**config.mk**
```make
export PLATFORM = sky130hd
export DESIGN_NAME = occupancy_relay_mode_controller
export DESIGN_NICKNAME = d
export VERILOG_FILES = /design/src/design/orm_pkg.sv /design/src/design/orm_cfg_regs.sv /design/src/design/orm_core.sv /design/src/design/occupancy_relay_mode_controller.sv
export SDC_FILE = /design/constraint.sdc
export NUM_CORES = 1
export LEC_CHECK = 0
export BUFFER_PORTS_ARGS = -buffer_cell sky130_fd_sc_hd__buf_4
export CAP_MARGIN = 20
export CORE_MARGIN = 5
export CORE_UTILIZATION = 25
export CTS_CLUSTER_DIAMETER = 30
export DETAILED_ROUTE_END_ITERATION = 16
export GPL_TIMING_DRIVEN = 0
export PLACE_DENSITY = 0.37
export SLEW_MARGIN = 20
export SYNTH_ARGS = -nofsm -noshare
export SYNTH_HDL_FRONTEND = slang
export SYNTH_HIERARCHICAL = 1
export SYNTH_SLANG_ARGS = --single-unit
```
**constraint.sdc**
```tcl
create_clock -name clk -period 7.1 [get_ports clk]
set_input_delay 2.13 -clock clk [delete_from_list [all_inputs] [get_ports clk]]
set_output_delay 2.13 -clock clk [all_outputs]
set_load 0.01 [all_outputs]
```
**src/design/orm_pkg.sv**
```systemverilog
// ----------------------------------------------------------------------------
// orm_pkg
// Shared types and codes for the occupancy relay mode controller.
// ----------------------------------------------------------------------------
package orm_pkg;

    // Number of relays carried in state
    localparam int NUM_RELAYS = 2;

    // Register file
    localparam int CFG_ADDR_W = 4;
    localparam logic [CFG_ADDR_W-1:0] ADDR_LOCK_TIMEOUT = 4'h0;
    localparam logic [CFG_ADDR_W-1:0] ADDR_OFF_DELAY    = 4'h4;
    localparam logic [CFG_ADDR_W-1:0] ADDR_EVAL_PERIOD  = 4'h8;

    localparam logic [31:0] RST_LOCK_TIMEOUT = 32'd300000;
    localparam logic [31:0] RST_OFF_DELAY    = 32'd30000;
    localparam logic [15:0] RST_EVAL_PERIOD  = 16'd100;

    // Operation codes
    typedef enum logic [1:0] {
        FUNC_EVAL   = 2'd0,
        FUNC_TOGGLE = 2'd1,
        FUNC_MODE   = 2'd2,
        FUNC_REMOTE = 2'd3
    } func_t;

    // Relay modes
    typedef enum logic [1:0] {
        MODE_MANUAL      = 2'd0,
        MODE_PRESENCE    = 2'd1,
        MODE_AI          = 2'd2,
        MODE_AI_PRESENCE = 2'd3
    } mode_t;

    typedef struct packed {
        func_t       func;
        logic        channel;
        mode_t       new_mode;
        logic        want_on;
        logic        someone_present;
        logic [31:0] now_ms;
    } in_t;

    typedef struct packed {
        logic        relay0_on;
        logic        relay1_on;
        mode_t       mode0;
        mode_t       mode1;
        logic [1:0]  locks;
        logic [1:0]  sessions;
        logic [1:0]  relay_changed;
    } out_t;

    // Configuration values seen by the core
    typedef struct packed {
        logic [31:0] lock_timeout_ms;
        logic [31:0] off_delay_ms;
        logic [15:0] eval_period_ms;
    } cfg_t;

endpackage

```
**src/design/orm_cfg_regs.sv**
```systemverilog
// ----------------------------------------------------------------------------
// orm_cfg_regs
// APB-style register file: lock timeout, off delay, evaluation period.
// ----------------------------------------------------------------------------
module orm_cfg_regs (
    input  logic                           clk,
    input  logic                           rst_n,
    input  logic                           psel,
    input  logic                           penable,
    input  logic                           pwrite,
    input  logic [orm_pkg::CFG_ADDR_W-1:0] paddr,
    input  logic [31:0]                    pwdata,
    output logic [31:0]                    prdata,
    output logic                           pready,
    output orm_pkg::cfg_t                  cfg
);
    import orm_pkg::*;

    logic [31:0] lock_timeout_reg;
    logic [31:0] off_delay_reg;
    logic [15:0] eval_period_reg;
    logic        wr_en;
    logic [CFG_ADDR_W-1:0] addr_w;

    assign pready = 1'b1;
    assign wr_en  = psel && penable && pwrite;
    // word decode, byte lanes ignored
    assign addr_w = {paddr[CFG_ADDR_W-1:2], 2'b00};

    // register writes
    always_ff @(posedge clk or negedge rst_n)
    begin
        if (!rst_n)
        begin
            lock_timeout_reg <= RST_LOCK_TIMEOUT;
            off_delay_reg    <= RST_OFF_DELAY;
            eval_period_reg  <= RST_EVAL_PERIOD;
        end
        else if (wr_en)
        begin
            unique case (addr_w)
                ADDR_LOCK_TIMEOUT: lock_timeout_reg <= pwdata;
                ADDR_OFF_DELAY:    off_delay_reg    <= pwdata;
                ADDR_EVAL_PERIOD:  eval_period_reg  <= pwdata[15:0];
                default: ;
            endcase
        end
    end

    // read mux
    always_comb
    begin
        unique case (addr_w)
            ADDR_LOCK_TIMEOUT: prdata = lock_timeout_reg;
            ADDR_OFF_DELAY:    prdata = off_delay_reg;
            ADDR_EVAL_PERIOD:  prdata = {16'd0, eval_period_reg};
            default:           prdata = 32'd0;
        endcase
    end

    assign cfg.lock_timeout_ms = lock_timeout_reg;
    assign cfg.off_delay_ms    = off_delay_reg;
    assign cfg.eval_period_ms  = eval_period_reg;

endmodule

```
**src/design/orm_core.sv**
```systemverilog
// ----------------------------------------------------------------------------
// orm_core
// Relay, mode, lock and session state with the single-pass update logic.
// ----------------------------------------------------------------------------
module orm_core (
    input  logic          clk,
    input  logic          rst_n,
    input  logic          fire,
    input  orm_pkg::in_t  item,
    input  orm_pkg::cfg_t cfg,
    output orm_pkg::out_t result_next
);
    import orm_pkg::*;

    logic [NUM_RELAYS-1:0] relay_reg, relay_next;
    logic [NUM_RELAYS-1:0] lock_reg, lock_next;
    logic [NUM_RELAYS-1:0] session_reg, session_next;
    mode_t                 mode_reg [NUM_RELAYS];
    mode_t                 mode_next [NUM_RELAYS];
    logic [31:0]           lock_stamp_reg [NUM_RELAYS];
    logic [31:0]           lock_stamp_next [NUM_RELAYS];
    logic [31:0]           seen_reg [NUM_RELAYS];
    logic [31:0]           seen_next [NUM_RELAYS];
    logic [31:0]           last_eval_reg, last_eval_next;
    logic                  eval_go;

    assign eval_go = (item.func == FUNC_EVAL)
                  && ((item.now_ms - last_eval_reg) >= {16'd0, cfg.eval_period_ms});

    // next state for the current item
    always_comb
    begin
        logic sel;
        logic lk;
        logic present;
        present        = item.someone_present;
        relay_next     = relay_reg;
        lock_next      = lock_reg;
        session_next   = session_reg;
        mode_next      = mode_reg;
        lock_stamp_next = lock_stamp_reg;
        seen_next      = seen_reg;
        last_eval_next = eval_go ? item.now_ms : last_eval_reg;
        for (int i = 0; i < NUM_RELAYS; i++)
        begin
            sel = (int'(item.channel) == i);
            lk  = lock_reg[i];
            case (item.func)
                FUNC_EVAL:
                begin
                    if (eval_go)
                    begin
                        // lock expiry
                        lk = lock_reg[i]
                          && !((item.now_ms - lock_stamp_reg[i]) > cfg.lock_timeout_ms);
                        lock_next[i] = lk;
                        if (mode_reg[i] == MODE_PRESENCE || mode_reg[i] == MODE_AI_PRESENCE)
                        begin
                            if (present)
                            begin
                                // new session; plain presence mode drops the lock
                                if (!session_reg[i])
                                begin
                                    if (mode_reg[i] == MODE_PRESENCE)
                                        lk = 1'b0;
                                    session_next[i] = 1'b1;
                                end
                                lock_next[i] = lk;
                                seen_next[i] = item.now_ms;
                                if (!lk)
                                    relay_next[i] = 1'b1;
                            end
                            else if (session_reg[i]
                                  && ((item.now_ms - seen_reg[i]) > cfg.off_delay_ms))
                            begin
                                session_next[i] = 1'b0;
                                if (!lk)
                                    relay_next[i] = 1'b0;
                            end
                        end
                        else
                        begin
                            session_next[i] = present;
                        end
                    end
                end
                FUNC_TOGGLE:
                begin
                    if (sel)
                    begin
                        lock_next[i]       = 1'b1;
                        lock_stamp_next[i] = item.now_ms;
                        relay_next[i]      = !relay_reg[i];
                    end
                end
                FUNC_MODE:
                begin
                    if (sel && (mode_reg[i] != item.new_mode))
                    begin
                        mode_next[i]    = item.new_mode;
                        lock_next[i]    = 1'b0;
                        session_next[i] = 1'b0;
                        seen_next[i]    = 32'd0;
                        if (present && (item.new_mode == MODE_PRESENCE
                                     || item.new_mode == MODE_AI_PRESENCE))
                            relay_next[i] = 1'b1;
                    end
                end
                default:
                begin
                    if (sel)
                        relay_next[i] = item.want_on;
                end
            endcase
        end
    end

    // result fields: relays zero and one only
    always_comb
    begin
        logic [1:0] rl;
        logic [1:0] lk2;
        logic [1:0] ss;
        logic [1:0] ch;
        mode_t      md [2];
        rl  = 2'b00;
        lk2 = 2'b00;
        ss  = 2'b00;
        ch  = 2'b00;
        md[0] = MODE_MANUAL;
        md[1] = MODE_MANUAL;
        for (int i = 0; i < 2; i++)
        begin
            if (i < NUM_RELAYS)
            begin
                rl[i]  = relay_next[i];
                lk2[i] = lock_next[i];
                ss[i]  = session_next[i];
                ch[i]  = relay_next[i] ^ relay_reg[i];
                md[i]  = mode_next[i];
            end
        end
        result_next.relay0_on     = rl[0];
        result_next.relay1_on     = rl[1];
        result_next.mode0         = md[0];
        result_next.mode1         = md[1];
        result_next.locks         = lk2;
        result_next.sessions      = ss;
        result_next.relay_changed = ch;
    end

    // state registers, updated when the item leaves the input register
    always_ff @(posedge clk or negedge rst_n)
    begin
        if (!rst_n)
        begin
            relay_reg     <= '0;
            lock_reg      <= '0;
            session_reg   <= '0;
            last_eval_reg <= 32'd0;
            for (int i = 0; i < NUM_RELAYS; i++)
            begin
                mode_reg[i]       <= MODE_MANUAL;
                lock_stamp_reg[i] <= 32'd0;
                seen_reg[i]       <= 32'd0;
            end
        end
        else if (fire)
        begin
            relay_reg      <= relay_next;
            lock_reg       <= lock_next;
            session_reg    <= session_next;
            last_eval_reg  <= last_eval_next;
            mode_reg       <= mode_next;
            lock_stamp_reg <= lock_stamp_next;
            seen_reg       <= seen_next;
        end
    end

`ifndef NO_ASSERTIONS
    // toggle on relay zero always leaves its lock set
    a_toggle_locks: assert property (@(posedge clk) disable iff (!rst_n)
        fire && item.func == FUNC_TOGGLE && item.channel == 1'b0 |=> lock_reg[0])
        else $error("toggle did not take the lock");

    // state holds while no item is processed
    a_hold: assert property (@(posedge clk) disable iff (!rst_n)
        !fire |=> $stable(relay_reg) && $stable(lock_reg) && $stable(session_reg))
        else $error("state changed without an item");

    // an evaluation that runs records its time stamp
    a_eval_stamp: assert property (@(posedge clk) disable iff (!rst_n)
        fire && eval_go |=> last_eval_reg == $past(item.now_ms))
        else $error("evaluation stamp not recorded");

    // a mode change on relay zero clears its lock and session
    a_mode_unlock: assert property (@(posedge clk) disable iff (!rst_n)
        fire && item.func == FUNC_MODE && item.channel == 1'b0
        && mode_reg[0] != item.new_mode |=> !lock_reg[0] && !session_reg[0])
        else $error("mode change kept lock or session");
`endif

endmodule

```
**src/design/occupancy_relay_mode_controller.sv**
```systemverilog
// ----------------------------------------------------------------------------
// occupancy_relay_mode_controller
// Two-relay occupancy controller: toggles, mode sets, remote sets and
// periodic presence evaluation with lock timeout and off delay.
// ----------------------------------------------------------------------------
//  channel   direction  handshake               payload
//  in        sink       in_valid / in_stall     in_data  (orm_pkg::in_t)
//  out       source     out_valid / out_stall   out_data (orm_pkg::out_t)
//  cfg       APB slave  psel/penable/pready     paddr, pwdata, prdata
//
// One request per cycle sustained while the output is not stalled; each passes
// from acceptance to result through an input register, one pass of update logic and a result register.
// State is written when a request moves into the result register.
// An output stall holds the result; one more request is taken into the input
// register behind it, then in_stall rises.
// Reset (rst_n low) clears relays, modes, locks, sessions and stamps.
// ----------------------------------------------------------------------------
module occupancy_relay_mode_controller (
    input  logic                           clk,
    input  logic                           rst_n,
    input  logic                           in_valid,
    output logic                           in_stall,
    input  orm_pkg::in_t                   in_data,
    output logic                           out_valid,
    input  logic                           out_stall,
    output orm_pkg::out_t                  out_data,
    input  logic                           psel,
    input  logic                           penable,
    input  logic                           pwrite,
    input  logic [orm_pkg::CFG_ADDR_W-1:0] paddr,
    input  logic [31:0]                    pwdata,
    output logic [31:0]                    prdata,
    output logic                           pready
);
    import orm_pkg::*;

    cfg_t  cfg;
    in_t   item_reg;
    logic  item_valid_reg;
    out_t  result_reg;
    out_t  result_next;
    logic  out_valid_reg;
    logic  advance;
    logic  fire;
    logic  take;

    orm_cfg_regs u_cfg (
        .clk     (clk),
        .rst_n   (rst_n),
        .psel    (psel),
        .penable (penable),
        .pwrite  (pwrite),
        .paddr   (paddr),
        .pwdata  (pwdata),
        .prdata  (prdata),
        .pready  (pready),
        .cfg     (cfg)
    );

    // pipeline control
    assign advance  = !out_valid_reg || !out_stall;
    assign fire     = item_valid_reg && advance;
    assign in_stall = item_valid_reg && !advance;
    assign take     = in_valid && !in_stall;

    orm_core u_core (
        .clk         (clk),
        .rst_n       (rst_n),
        .fire        (fire),
        .item        (item_reg),
        .cfg         (cfg),
        .result_next (result_next)
    );

    // valid flags
    always_ff @(posedge clk or negedge rst_n)
    begin
        if (!rst_n)
        begin
            item_valid_reg <= 1'b0;
            out_valid_reg  <= 1'b0;
        end
        else
        begin
            if (advance)
                out_valid_reg <= item_valid_reg;
            if (!in_stall)
                item_valid_reg <= in_valid;
        end
    end

    // payload registers
    always_ff @(posedge clk)
    begin
        if (take)
            item_reg <= in_data;
        if (fire)
            result_reg <= result_next;
    end

    assign out_valid = out_valid_reg;
    assign out_data  = result_reg;

endmodule
```
## After elaboration in Yosys (flattened, before gate mapping)

Cells that the tools add are included.
Widths: inputs -> output; s select.

| word-level totals | value |
|---|---|
| register bits after elaboration | 303 |
| input port bits | 82 |
| output and inout bits | 47 |
| logic and storage cells | 168 |

| cells by class | value |
|---|---|
| add/subtract/negate cells | 5 |
| order comparisons | 5 |
| equality and inequality tests | 18 |
| multiplexer cells | 72 |
| bitwise gates (word level) | 4 |
| reduce and logical (&&, ||, !) cells | 36 |

Operators with widths:

| kind | number |
|---|---|
| $mux 32 | 7 |
| $sub 32x32->32 | 5 |
| $gt 32x32->1 | 4 |
| $pmux 32 s2 | 2 |
| $pmux 32 s3 | 1 |
| $mux 1 | 52 |
| $ge 32x16->1 | 1 |
| $logic_and 1x1->1 | 13 |
| $pmux 1 s3 | 4 |
| $reduce_and 6->1 | 2 |
| $eq 2x1->1 const B | 5 |
| $eq 2x2->1 const B | 5 |
| $logic_not 1->1 | 8 |
| $mux 2 | 4 |
| $reduce_and 2->1 | 4 |
| $ne 2x1->1 const B | 3 |
| $ne 2x2->1 const B | 3 |
| $reduce_and 3->1 | 2 |
| $logic_not 4->1 | 1 |
| $logic_or 1x1->1 | 4 |
| $ne 2x2->1 | 2 |
| $pmux 1 s2 | 2 |
| $logic_not 2->1 | 1 |
| $not 1->1 | 2 |
| 2 further kinds | 3 |

## Longest topological paths before layout

| depth | value |
|---|---|
| word-level depth | 16 |
| mapped depth | 30 |
| depth with buffers taken out | 30 |

## Modules after synthesis

The synthesis kept the hierarchy.

By module, submodules not included:

| module | times used | cells each | area an instance (um2) | seq. area each (um2) |
|---|---|---|---|---|
| orm_core | 1 | 2,158 | 17,943.5 | 4,254.1 |
| orm_cfg_regs | 1 | 265 | 3,719.8 | 2,024.4 |
| occupancy_relay_mode_controller | 1 | 59 | 1,624.1 | 1,581.5 |

## Worst setup path after synthesis

OpenSTA, ideal clock, no wires.

| path | value |
|---|---|
| path type | flip-flop to flip-flop |
| start | reg item_reg[1] (netlist bit) |
| end | reg u_core/seen_reg[33] (netlist bit) |
| library setup time | 121 ps |
| arrival time | 5,955 ps |
| data required time | 6,979 ps |
| path slack | 1,024 ps |
| stages on the path, launching flop included | 26 |
| buffers on the path | 3 |
| clock period less this slack | 6,076 ps |
| path through | edfxtp_1 > ha_1 > nor2b_1 > o31a_1 > o311a_1 > o41ai_2 > o22ai_2 > a21oi_1 > xnor2_1 > ha_1 > nand2_1 > o21ai_0 > a2111oi_0 > nand4_1 > nor4_1 > o2111ai_1 > or4_1 > nor4_1 > nand3_1 > or4b_4 > and3_4 > buf_6 > and3_4 > buf_6 > buf_6 > a22o_1 |

| on the way | value |
|---|---|
| cells in the longest elaborated chain, start to end | 5 |
| elaborated cells between the ends (all ways) | 9 |
| those cells by class | add/sub: 1; order compare: 1; eq/ne: 1; mux: 4; reduce/logical: 2 |

Ends and longest elaborated chain:

| item | RTL line | source |
|---|---|---|
| start: declaration | occupancy_relay_mode_controller.sv:38 | `in_t item_reg;` |
| start signal: assignment | occupancy_relay_mode_controller.sv:96 | `item_reg <= in_data;` |
| $sub 32x32->32 | orm_core.sv:28 | `&& ((item.now_ms - last_eval_reg) >= {16'd0, cfg.eval_period_ms});` |
| $ge 32x16->1 | orm_core.sv:28 |  |
| $logic_and 1x1->1 | orm_core.sv:28 |  |
| $ne 2x1->1 (no line) | -- |  |
| $reduce_and 6->1 (no line) | -- |  |
| end signal: assignment | orm_core.sv:176 | `seen_reg <= seen_next;` |
| end: declaration | orm_core.sv:22 | `logic [31:0] seen_reg [NUM_RELAYS];` |

Several ways; a longest one is shown, not always the timed one. The select of a mux whose other input is x is not followed.
A chain may end at the register's enable or synchronous reset.

==> out/metrics.csv <==
metric,value,unit
number of gates on the worst path with buffers counted,27,
detailed-placement wirelength estimate,61660,µm
number of global-route vias before repair,20040,
launching point of the worst reg2reg path,item_reg[0],
area taken by flip-flops and latches,7860,µm²
cell at the root of the clock tree,sky130_fd_sc_hd__clkbuf_16,
netlist area before placement,23290,µm²
vias per std cell,4.723,
port bufs,123,
ratio of final minimum period to clock period,95.02,%
number of filler cells placed in the layout,9648,
Min Hold Slack,493.9,ps
Yosys top cell by area,sky130_fd_sc_hd__dfrtp_1,
Mapped Nets,2868,
multi-input combinational cell area,14110,µm²
total clock buffers created by CTS,95,
transition time at the pin with the least slew margin,1090,ps
post-layout net count,3109,
count of final setup violators,0,
Initial DRT Pass Iterations,5,
most used standard cells in the synthesized netlist,"sky130_fd_sc_hd__ha_1, sky130_fd_sc_hd__inv_1, sky130_fd_sc_hd__dfrtp_1",
Worst Path Max Fanout,6,
worst min-delay path endpoint,u_core/seen_reg[35],
standard cell with the maximum stage delay on the critical path,sky130_fd_sc_hd__edfxtp_1,
PD cells,411.0,nW/µm²
antenna violations before repair,0,
sequential element share of the synthesized area,33.75,%
Std-Cell Rows,112,
Overflow after GRT,0,
number of stages on the worst hold path,1,
Post-Route Skew,52.25,ps
Reg2Reg Depth,27,
run status,"finished, final reports clean",
minimum clock period,6746,ps
crit-path max cell delay,490,ps
"Top FF cell, synth",sky130_fd_sc_hd__dfrtp_1,
critical path class,reg -> reg,
syn avg cell area,9.382,µm²
first-pass GRT wire length,118800,µm
largest cells by area after synthesis,"sky130_fd_sc_hd__dfrtp_1, sky130_fd_sc_hd__ha_1, sky130_fd_sc_hd__edfxtp_1, sky130_fd_sc_hd__inv_1, sky130_fd_sc_hd__mux2_2",
Floorplan Core Area,92910,µm²
count of different cell masters after synthesis,78,
placed insts,3864,
DR iter-0 viols,1158,
non-filler instance count after layout,4060,
GPL Wtd Cong,0.8233,
endpoint of the most critical register-to-register path,out_data[0],
maximum VDD drop,0.0001851,V
static leakage,13.53,nW
clock tree from TritonCTS,built,
vertical die dimension,315.2,µm
number of enable-type register cells in the synthesized netlist,51,
hold wc startpoint,u_core/seen_reg[35],
sort of element at the start of the critical path,register,
Max transition margin,27.04,%
post-synthesis instance total,2482,
HP Class,reg -> reg,
count of vias placed by the detailed router,19180,
post-route setup TNS,0,ps
Starting Density,25.06,%
worst reg2reg setup slack,350,ps
clock network latency to the later pin of the worst-skew pair,660,ps
overall die area,99350,µm²
Fin. Hold Viols,0,
number of register bits inferred by synthesis,303,
final core utilization,31.79,%
Placed Area,25900,µm²
WP buf/inv,3,
share of cells above drive strength 1,18.01,%
Total GRT Usage,15.61,%
count of unresolved DRC violations after routing,0,
Finished Cell Area,29540,µm²
Yosys top cell area share,25.15,%
kind of cell adding the most delay to the critical path,simple AND/OR/NAND/NOR gates,
relative area change from synthesis to final layout,26.83,%
CTS Buffer Depth,3,
number of top-level design ports,129,
most numerous cell in the Yosys netlist,sky130_fd_sc_hd__ha_1,
aggregate routed wire length,78310,µm
CP arrival,7110,ps
# H-tree levels,3,
detail-routed net length per standard cell,19.29,µm
DIE WIDTH,315.2,µm
Post-DRT Antenna Nets,0,
maximum number of pins on one net before global-route repair,87,
warning count from the yosys run,6,
register clock-pin slew on the reported worst setup and hold paths,40,ps
required time at the endpoint of the critical path,7460,ps
element type at the critical path end,register,
fraction of synthesis flops using an asynchronous set or reset pin,83.17,%
clock sink total,303,
count of hold buffers inserted by post-cts repair,0,
number of max-cap violations,0,
timing-limited maximum frequency,148.2,MHz
Slew Limit Fails,0,
==> cells by family after synthesis <==
logic type	count (synthesis)	share of synthesized area, %
AOI/OAI and AO/OA	708	19.68
buffers and inverters	356	6.206
and+or+nand+nor	515	10.74
adders and majority gates	304	16.49
other	1	0.01610
muxes	161	8.070
xor gates and xnor gates	134	5.040
DFF	303	33.75
==> per-stage QoR <==
| stage | setup slack [ps] | power (mW) |
|---|---|---|
| 3_3_place_gp | -1057 | 7.662 |
| 2_1_floorplan | 1024 | 6.277 |
| 5_1_grt | -6.392 | 13.13 |
| 3_5_place_dp | -1113 | 7.746 |
| 4_1_cts | 77.11 | 12.28 |
| 6_report | 353.7 | 12.14 |
==> power breakdown <==
| part | internal, mW | total (mW) | switching [mW] |
|---|---|---|---|
| logic | 2.34 | 5.23 | 2.89 |
| clock network | 3.10 | 4.37 | 1.27 |
| registers | 2.23 | 2.55 | 0.314 |
==> final cells by class <==
| cell class | instances | area share [%] |
|---|---|---|
| antenna | 2 | 0.01694 |
| timing repair buffer | 144 | 3.944 |
| tap | 1254 | 5.312 |
| clock inverter | 47 | 2.440 |
| buffer | 73 | 1.301 |
| clock buffer | 131 | 8.981 |
| inverter | 283 | 3.605 |
| multi-input combinational | 1823 | 47.79 |
| sequential | 303 | 26.61 |
==> per-layer routing <==
metal / vias to the layer above / GRT usage [%] / share of wire, %
li1: 9415 / - / -
met1: 9278 / 20.72 / 47
met2: 359 / 25.82 / 46
met3: 125 / 2.419 / 4.1
met4: 0 / 5.538 / 2.8
met5: - / 0 / 0
==> cell usage in the layout (no fill, tap or decap), drive strengths merged, types with 39 or more instances in the layout <==
| master | n |
|---|---|
| o21ai | 185 |
| buf | 172 |
| a21oi | 172 |
| xnor2 | 103 |
| edfxtp | 51 |
| inv | 284 |
| clkbuf | 176 |
| a22o | 64 |
| nor2 | 118 |
| dfrtp | 234 |
| o21a | 39 |
| a21o | 107 |
| nand3 | 43 |
| nand4 | 42 |
| mux2 | 124 |
| ha | 299 |
| nand2 | 163 |
==> worst max-delay path by stage <==
stage	start	end	slack (ps)
global placement	item_reg[1]	u_core/seen_reg[21]	-1060
global route	item_reg[0]	out_data[1]	-6
CTS	item_reg[0]	out_data[0]	80
floorplan	item_reg[1]	u_core/seen_reg[33]	1020
detailed placement	item_reg[0]	out_data[0]	-1110
finish	item_reg[0]	out_data[0]	350
==> what timing repair did <==
item	in CTS	in global routing
endpoints found under the setup margin	107	76
gates resized for setup	10	16
pin swaps	2	4
gates cloned	0	0
setup buffers	11	5
No activity file was read; power rests on OpenSTA's default activity.
